$ cat config.mk
export PLATFORM = sky130hd
export DESIGN_NAME = hsfr_ctrl
export DESIGN_NICKNAME = d
export VERILOG_FILES = /design/src/rtl/hsfr_pkg.sv /design/src/rtl/hsfr_ctrl.sv
export SDC_FILE = /design/constraint.sdc
export NUM_CORES = 1
export LEC_CHECK = 0
export BUFFER_PORTS_ARGS = -buffer_cell sky130_fd_sc_hd__buf_2
export CAP_MARGIN = 5
export CORE_ASPECT_RATIO = 1.2
export CORE_MARGIN = 2
export CORE_UTILIZATION = 40
export DETAILED_ROUTE_END_ITERATION = 8
export PLACE_DENSITY = 0.7
export SLEW_MARGIN = 30
export SYNTH_ARGS = -nofsm -noshare
export SYNTH_HDL_FRONTEND = slang
export SYNTH_SLANG_ARGS = --single-unit
$ cat constraint.sdc
create_clock -name clock -period 5.6 [get_ports clock]
set_clock_uncertainty 0.05 [all_clocks]
set_input_delay 1.4 -clock clock [delete_from_list [all_inputs] [get_ports clock]]
set_output_delay 1.4 -clock clock [all_outputs]
set_load 0.01 [all_outputs]
$ cat src/rtl/hsfr_pkg.sv
// Shared types and constants of the scaled HMM forward recursion block.
package hsfr_pkg;

   // Width of the states_in_use register and of the input value field.
   localparam int CSR_W     = 5;
   localparam int VALUE_W   = 16;
   localparam int ROW_LIMIT = 16;

   // Iteration counts of the log and divide units.
   localparam int SQ_STEPS  = 16;
   localparam int DIV_STEPS = 17;

   // ln(2) as an unsigned 0.32 fraction, and rounding constants.
   localparam logic [31:0] LN2_Q32    = 32'd2977044472;
   localparam logic [53:0] LN_ROUND   = 54'h0_0000_8000_0000;
   localparam int          RAW_ROUND  = 8192;
   localparam logic [16:0] PROB_ONE   = 17'd32768;
   localparam logic [4:0]  MSB_POS    = 5'd31;

   // Result kinds.
   localparam logic KIND_ALPHA  = 1'b0;
   localparam logic KIND_LOGLIK = 1'b1;

   // Operation codes of an input item.
   typedef enum logic [1:0] {
      FUNC_INIT   = 2'd0,
      FUNC_TRANS  = 2'd1,
      FUNC_LIK    = 2'd2,
      FUNC_FINISH = 2'd3
   } hsfr_func_type;

   // Input item.
   typedef struct packed {
      hsfr_func_type func;
      logic [3:0]    row;
      logic [3:0]    col;
      logic [15:0]   value;
   } hsfr_req_type;

   // Result item.
   typedef struct packed {
      logic               kind;
      logic [15:0]        prob;
      logic [3:0]         state_index;
      logic [15:0]        time_index;
      logic [31:0]        scale;
      logic signed [31:0] loglik;
      logic               zero_scale;
      logic               last;
   } hsfr_rsp_type;

   // Commands from the controller to the datapath.
   typedef struct packed {
      logic take;
      logic sum_issue;
      logic raw_lo;
      logic raw_hi;
      logic raw_wr;
      logic log_zero;
      logic log_start;
      logic log_norm;
      logic sq_mul;
      logic sq_adj;
      logic ln_mul;
      logic ln_add;
      logic raw_rd;
      logic div_start;
      logic div_step;
      logic emit_alpha;
      logic emit_finish;
   } hsfr_cmd_type;

   // Status from the datapath to the controller.
   typedef struct packed {
      hsfr_func_type func;
      logic          row_ok;
      logic          first;
      logic          last_row;
      logic          scale_zero;
      logic          m_norm;
      logic          pipe_busy;
      logic          div_skip;
      logic          out_free;
   } hsfr_status_type;

endpackage

$ cat src/rtl/hsfr_ctrl.sv
// Controller state machine that sequences the forward recursion datapath.
module hsfr_ctrl #(
   parameter int IDX_W = 4
) (
   input  logic                      clock,
   input  logic                      reset,
   input  logic                      req_valid,
   output logic                      req_stall,
   input  hsfr_pkg::hsfr_status_type status,
   input  logic [IDX_W-1:0]          last_idx,
   output hsfr_pkg::hsfr_cmd_type    cmd,
   output logic [IDX_W-1:0]          idx
);
   import hsfr_pkg::*;

   typedef enum logic [4:0] {
      S_IDLE, S_FIN, S_SUM, S_DRAIN, S_RAW_LO, S_RAW_HI, S_RAW_WR, S_LOG,
      S_NORM, S_SQ_MUL, S_SQ_ADJ, S_LN_MUL, S_LN_ADD, S_RD, S_DIV_INIT,
      S_DIV, S_EMIT
   } state_type;

   state_type        state_ff, state_in;
   logic [IDX_W-1:0] idx_ff, idx_in;
   logic [4:0]       cnt_ff, cnt_in;

   // Items are taken only while nothing is in progress.
   assign req_stall = (state_ff != S_IDLE);
   assign idx       = idx_ff;

   // Next state and commands.
   always_comb begin
      cmd      = '0;
      state_in = state_ff;
      idx_in   = idx_ff;
      cnt_in   = cnt_ff;
      case (state_ff)
         S_IDLE: begin
            if (req_valid) begin
               cmd.take = 1'b1;
               case (status.func)
                  FUNC_FINISH: state_in = S_FIN;
                  FUNC_LIK: begin
                     if (status.row_ok) begin
                        idx_in   = '0;
                        state_in = status.first ? S_RAW_LO : S_SUM;
                     end
                  end
                  default: ;
               endcase
            end
         end
         S_FIN: begin
            if (status.out_free) begin
               cmd.emit_finish = 1'b1;
               state_in        = S_IDLE;
            end
         end
         S_SUM: begin
            cmd.sum_issue = 1'b1;
            if (idx_ff == last_idx) begin
               state_in = S_DRAIN;
            end else begin
               idx_in = idx_ff + 1'b1;
            end
         end
         S_DRAIN: begin
            if (!status.pipe_busy) state_in = S_RAW_LO;
         end
         S_RAW_LO: begin
            cmd.raw_lo = 1'b1;
            state_in   = status.first ? S_RAW_WR : S_RAW_HI;
         end
         S_RAW_HI: begin
            cmd.raw_hi = 1'b1;
            state_in   = S_RAW_WR;
         end
         S_RAW_WR: begin
            cmd.raw_wr = 1'b1;
            state_in   = status.last_row ? S_LOG : S_IDLE;
         end
         S_LOG: begin
            if (status.scale_zero) begin
               cmd.log_zero = 1'b1;
               idx_in       = '0;
               state_in     = S_RD;
            end else begin
               cmd.log_start = 1'b1;
               state_in      = S_NORM;
            end
         end
         S_NORM: begin
            if (status.m_norm) begin
               cnt_in   = '0;
               state_in = S_SQ_MUL;
            end else begin
               cmd.log_norm = 1'b1;
            end
         end
         S_SQ_MUL: begin
            cmd.sq_mul = 1'b1;
            state_in   = S_SQ_ADJ;
         end
         S_SQ_ADJ: begin
            cmd.sq_adj = 1'b1;
            if (cnt_ff == 5'(SQ_STEPS - 1)) begin
               state_in = S_LN_MUL;
            end else begin
               cnt_in   = cnt_ff + 1'b1;
               state_in = S_SQ_MUL;
            end
         end
         S_LN_MUL: begin
            cmd.ln_mul = 1'b1;
            state_in   = S_LN_ADD;
         end
         S_LN_ADD: begin
            cmd.ln_add = 1'b1;
            idx_in     = '0;
            state_in   = S_RD;
         end
         S_RD: begin
            cmd.raw_rd = 1'b1;
            state_in   = S_DIV_INIT;
         end
         S_DIV_INIT: begin
            cmd.div_start = 1'b1;
            cnt_in        = '0;
            state_in      = status.div_skip ? S_EMIT : S_DIV;
         end
         S_DIV: begin
            cmd.div_step = 1'b1;
            if (cnt_ff == 5'(DIV_STEPS - 1)) begin
               state_in = S_EMIT;
            end else begin
               cnt_in = cnt_ff + 1'b1;
            end
         end
         S_EMIT: begin
            if (status.out_free) begin
               cmd.emit_alpha = 1'b1;
               if (idx_ff == last_idx) begin
                  state_in = S_IDLE;
               end else begin
                  idx_in   = idx_ff + 1'b1;
                  state_in = S_RD;
               end
            end
         end
         default: state_in = S_IDLE;
      endcase
   end

   // State and loop counters.
   always_ff @(posedge clock) begin
      if (reset) begin
         state_ff <= S_IDLE;
         idx_ff   <= '0;
         cnt_ff   <= '0;
      end else begin
         state_ff <= state_in;
         idx_ff   <= idx_in;
         cnt_ff   <= cnt_in;
      end
   end

endmodule

# Word-level counts from Yosys, hierarchy flattened
# Index checks and enable logic that the tools add are counted.
totals:
  ff_bits: 14
  inputBits: 17
  out_inout_bits: 22
  elab_cells: 96
classes:
  reduce_logical: 7
  n_eq_ne: 35
  n_addsub: 2
  n_mux: 49
ops:
  columns: ["op", "count"]
  rows:
  - ["case mux 5 bit (17 select lines)", 1]
  - ["two-way mux 5 bit", 12]
  - ["equality test 5 x 4 -> 1 bit (second input constant)", 9]
  - ["two-way mux 4 bit", 7]
  - ["!= test 2 bit (second input constant)", 11]
  - ["equality test 5 x 3 -> 1 bit (second input constant)", 4]
  - ["two-way mux 1 bit", 20]
  - ["case mux 4 bit (5 select lines)", 1]
  - ["case mux 5 bit (4 select lines)", 1]
  - ["equality test 5 x 2 -> 1 bit (second input constant)", 2]
  - ["equality test 5 bit (second input constant)", 2]
  - ["case mux 5 bit (2 select lines)", 1]
  - ["nonzero test 5 bit", 2]
  - ["two-way mux 3 bit", 3]
  - ["AND reduction 9 bit", 1]
  - ["two-way mux 2 bit", 3]
  - ["AND reduction 6 bit", 1]
  - ["adder 5 x 1 -> 5 bit (second input constant)", 1]
  - ["equality test 5 x 1 -> 1 bit (second input constant)", 1]
  - ["zero test 5 bit", 1]
  - ["adder 4 x 1 -> 4 bit (second input constant)", 1]
  - ["equality test 2 bit (second input constant)", 2]
  - ["equality test 4 bit", 1]
  - ["AND reduction 4 bit", 1]
  - ["other kinds (4)", 4]

# Longest topological paths before layout
logic_depth:
  word_depth: 5
  mapped_depth: 8
  mapped_depth_nobuf: 8

# Worst setup path after synthesis
# OpenSTA, ideal clock, no wires.
synth_timing:
  kind: "input to output"
  from: "input status[4] (netlist name)"
  to: "output cmd[11] (netlist name)"
  required_time_ns: 4.150
  arrival_time_ns: 1.824
  cell_stages: 2
  setup_slack_ns: 2.326
  path_buffers: 0
  path_cell_list: "inv_1 -> nor3_1"
synth_rtl:
  columns: ["item", "line_no", "source"]
  rows:
  - ["start, declared", "hsfr_ctrl.sv:9", "input hsfr_pkg::hsfr_status_type status,"]
  - ["end, declared", "hsfr_ctrl.sv:11", "output hsfr_pkg::hsfr_cmd_type cmd,"]

==> impl.org <==
** Finish
- Antenna diode instance count :: 0
- The layout has between 300 and 400 filler cells.
- The count of cells in the finished layout, fillers not included, comes to 250.
- Summing all non-filler instances in the final layout gives an area of 1610 sq um.
- Relative to the synthesized area, the layout overhead comes to 14.7%.
- In the final design database the tool counted 236 nets.
- Fraction of layout cells with a size suffix above 1 :: 25.8%

** STA
- Across all setup checks in the final design, the least slack found is 2120 ps.
- Setup repair after global routing left no endpoint under its margin.
- Counting I/O delays and the setup requirement, the final critical path takes 3480 ps.
- Derived from the worst setup path, the maximum achievable clock frequency is 287 MHz.
- After layout, the worst path uses 62.2% of the clock period.
- Actual slew at the worst max-slew pin :: 790 ps
- Total setup violations reported at the end of the flow :: 0
- Hold violation total from the final report :: 0
- Final slew viol count :: 0
- Slew HR :: 47.3%
- For the final routed database, the setup TNS stands at 0 ps.

** CTS
- Clock root buffer :: sky130_fd_sc_hd__clkbuf_8
- The clock reaches the later pin of the worst-skew pair after about 240 ps.
- Clock transition time at the flip-flop clock pins of the worst setup and hold paths :: 50 ps
- Clock Sink Count :: 14
- CTS resizes :: 0
- Buffer depth of the longest clock path :: 2
- Post-CTS setup repair buffer count :: 0
- CTS tree :: done
- In this run the number of H-tree levels came out at 1.
- Number of buffers created by CTS :: 3
- The number of hold buffers added after CTS was 0.

** Global routing
- Total global-route track usage :: 19.0%
- Global route overflow :: 0
- Initial antenna violation count :: 0
- Maximum number of pins on one net before global-route repair :: 26
- Global-route wire length before repair :: 5910 microns
- Vias in the first global route :: 1267

** Yosys
- Synthesis instantiated 50 different standard cells from the library.
- After synthesis, flip-flops and latches occupy 20.0% of the total area.
- Number of synthesis warnings :: 0
- For this run, asynchronously set or reset flops after synthesis account for 0%.
- Seq cells post-synth :: 14
- In the synthesized netlist, the number of instances is 182.
- Yosys mapped a number of flops with a built-in enable equal to 0.
- In this run the cell area of the synthesized design comes to 1400 sq um.
- Synthesized area per cell :: ~7.7 sq um
- Dominant synthesized flop cell :: sky130_fd_sc_hd__dfxtp_1
- Nets in the synthesized netlist :: 203

** Pwr
- Part of the power in combinational logic :: around 57%
- Internal power consumption :: 295 uW
- Static leakage :: between 0.0006 and 0.0007 uW
- Worst ir drop on vdd :: 0.244 mV
- Registers are responsible for 29.3% of the overall power.
- NetSw :: ~270 uW
- In this run the power density over the cells is 351 nW/um^2.
- Net switching is 47.7% of the power.
- The share of total power dissipated in the clock network is 13.9%.

** Route
- 1st-pass router iterations :: 4
- Overall via count from detail_route :: between 1000 and 1500
- Dividing the detail-routed wire length by the instance count gives between 10 and 15 microns.
- After detailed routing, the number of remaining DRC violations is 0.
- After detailed routing, the number of vias per cell comes to 5.82.
- The detail route stage leaves a number of antenna-violating nets equal to 0.
- For this block, the routed nets add up to 3650 microns of wire.
- The detailed router finished its first iteration with approximately 100 violations.

** Floorplanning
- The core region is roughly 3300 sq um.
- Site row count :: 23
- Overall die height :: 68.9 microns
- X dimension of the die :: 58.1 microns
- Area of the die :: 4000 sq um
- For this configuration, the core starts out at a cell density of 42.0%.
- Pin placement for this block handled 39 I/O pins.

** Worst setup path
- Critical path launch point type :: input port
- The signal on the critical path passes through buf_2, nor3_1, buf_2.
- The most critical setup path has its startpoint at status[3].
- Worst EP required :: roughly 4200 ps
- In this run the worst path has a maximum fanout of 2.
- Endpoint kind of the worst setup timing path :: output pin
- Largest stage delay, worst path :: 310 ps
- The worst register-to-register path begins at state_ff[4].
- Counting stages on the worst path, the most repeated cell is sky130_fd_sc_hd__buf_2.
- The critical path contains buffers and inverters numbering 2 combined.
- Data on the critical path arrives at its endpoint at 2030 ps.
- Type of the setup path with the least slack :: input port to output pin
- Gate family responsible for the most delay along the worst path :: buffers and inverters
- Among all stages on the critical path, the largest delay is contributed by sky130_fd_sc_hd__nor3_1.

** Placement
- At the end of routability-driven placement, the weighted congestion stood at 0.860.
- Post-detailed-placement cell area :: approximately 1600 sq um
- The number of placed instances, taps included, is 247.
- OpenSTA, run right after detailed placement, puts the worst setup slack at 2120 ps.
- Number of buffers added on ports :: 38
- Once detailed placement completed, the half-perimeter wirelength came to between 2000 and 3000 microns.

** Run
- Max cap viols :: 0

** Worst hold path
- The min-delay analysis places its worst path in the category flip-flop to flip-flop.
- In this run the most critical hold path is launched from cnt_ff[3].

** Outcome
- The run finished with clean final reports.
cells in the mapped netlist, types with 3 or more instances:
master | instances | area share [%]
sky130_fd_sc_hd__nor2_1 | 25 | 6.7
sky130_fd_sc_hd__a311oi_1 | 4 | 2.5
sky130_fd_sc_hd__xor2_1 | 6 | 3.7
sky130_fd_sc_hd__nand2b_1 | 10 | 4.5
sky130_fd_sc_hd__o22ai_1 | 3 | 1.3
sky130_fd_sc_hd__nand3_1 | 7 | 2.5
sky130_fd_sc_hd__nand4_1 | 3 | 1.3
sky130_fd_sc_hd__nor2b_1 | 3 | 1.3
sky130_fd_sc_hd__ha_1 | 4 | 3.6
sky130_fd_sc_hd__buf_6 | 3 | 2.4
sky130_fd_sc_hd__o21ai_0 | 5 | 1.8
sky130_fd_sc_hd__a21oi_1 | 10 | 3.6
sky130_fd_sc_hd__nand2_1 | 9 | 2.4
sky130_fd_sc_hd__inv_1 | 9 | 2.4
sky130_fd_sc_hd__nor3_1 | 12 | 4.3
sky130_fd_sc_hd__nor3b_1 | 3 | 1.6
sky130_fd_sc_hd__dfxtp_1 | 14 | 20
sky130_fd_sc_hd__and3_1 | 5 | 2.2
sky130_fd_sc_hd__buf_2 | 3 | 1.1
sky130_fd_sc_hd__a31o_2 | 3 | 1.9
power groups by stage:
stage | Combinational (uW) | Sequential, uW | Clock, uW
final | 321 | 165 | 78.4
after global routing | 353 | 171 | 85.1
after CTS | 319 | 164 | 83.0
after detailed placement | 318 | 166 | 0
after global placement | 316 | 165 | 0
after floorplan | 294 | 122 | 0
metrics by stage:
step	power [uW]	utilization [%]	hold slack [ps]
final	564	48.2	454
after global routing	609	48.2	518
after CTS	566	48.2	463
after detailed placement	484	47.0	455
after floorplan	415	-	412
after global placement	482	47.0	431
sequential cells by signal, indices dropped and copies added, names as in the netlist:
name	count
idx	4
state_ff	5
cnt_ff	5
worst register-to-register path: stages (launching register included):
cell	delay (ps)
sky130_fd_sc_hd__dfxtp_1	730
sky130_fd_sc_hd__nor2_1	290
sky130_fd_sc_hd__and4b_1	270
sky130_fd_sc_hd__nor4_2	550
sky130_fd_sc_hd__a21oi_1	150
sky130_fd_sc_hd__a311oi_1	270
path summary, 6_finish.rpt:
check                endpoint  slack [ps]  cells after the start
setup / recovery       cmd[9]        2120                      3
hold / removal      cnt_ff[3]         450                      2
setup reg to reg  state_ff[0]        3210                      5
hold reg to reg     cnt_ff[3]         450                      2
cells in the final DEF, fill, tap and decap left out, drive strengths merged, types with 3 or more instances in the layout:
cell    synthesis  final
nand2b         11     11
or3             3      3
o21ai           5      5
ha              4      4
nand4           3      3
nand2           9      9
nor4            3      3
a311oi          4      4
nand3           8      8
buf             8     38
inv             9      9
xor2            6      6
clkbuf          2      3
nor2           25     25
a21oi          10     10
nor3           12     12
nor3b           3      3
o22ai           4      4
nor2b           3      3
and3            5      5
a31o            3      3
dfxtp          14     14
logic make-up (layout without fill, tap and decap cells):
logic type | count (synthesis) | count (layout) | synth area share, %
fa+ha+maj | 4 | 4 | 3.57
flops | 14 | 14 | 20.0
mux | 3 | 3 | 2.23
xor+xnor | 8 | 8 | 5.00
compound gates | 41 | 41 | 23.6
buf+inv | 19 | 50 | 7.49
simple gates | 93 | 93 | 38.2
area by class of cell:
class                           count  area, sq um  share of cell area (%)
Multi-Input combinational cell    149         1020                    63.2
Sequential cell                    14          280                    17.4
Timing Repair Buffer               38          190                    11.8
Tap cell                           37         46.3                    2.88
Clock buffer                        3         41.3                    2.57
Inverter                            9         33.8                    2.10
routing by layer:
layer	global-route usage, %	routed length, microns	vias up
met5	0	0	-
met4	7.56	59	0
met3	3.17	271	6
met2	32.7	1810	64
met1	23.6	1510	651
li1	-	-	733
Power figures use the tool's default switching activity.
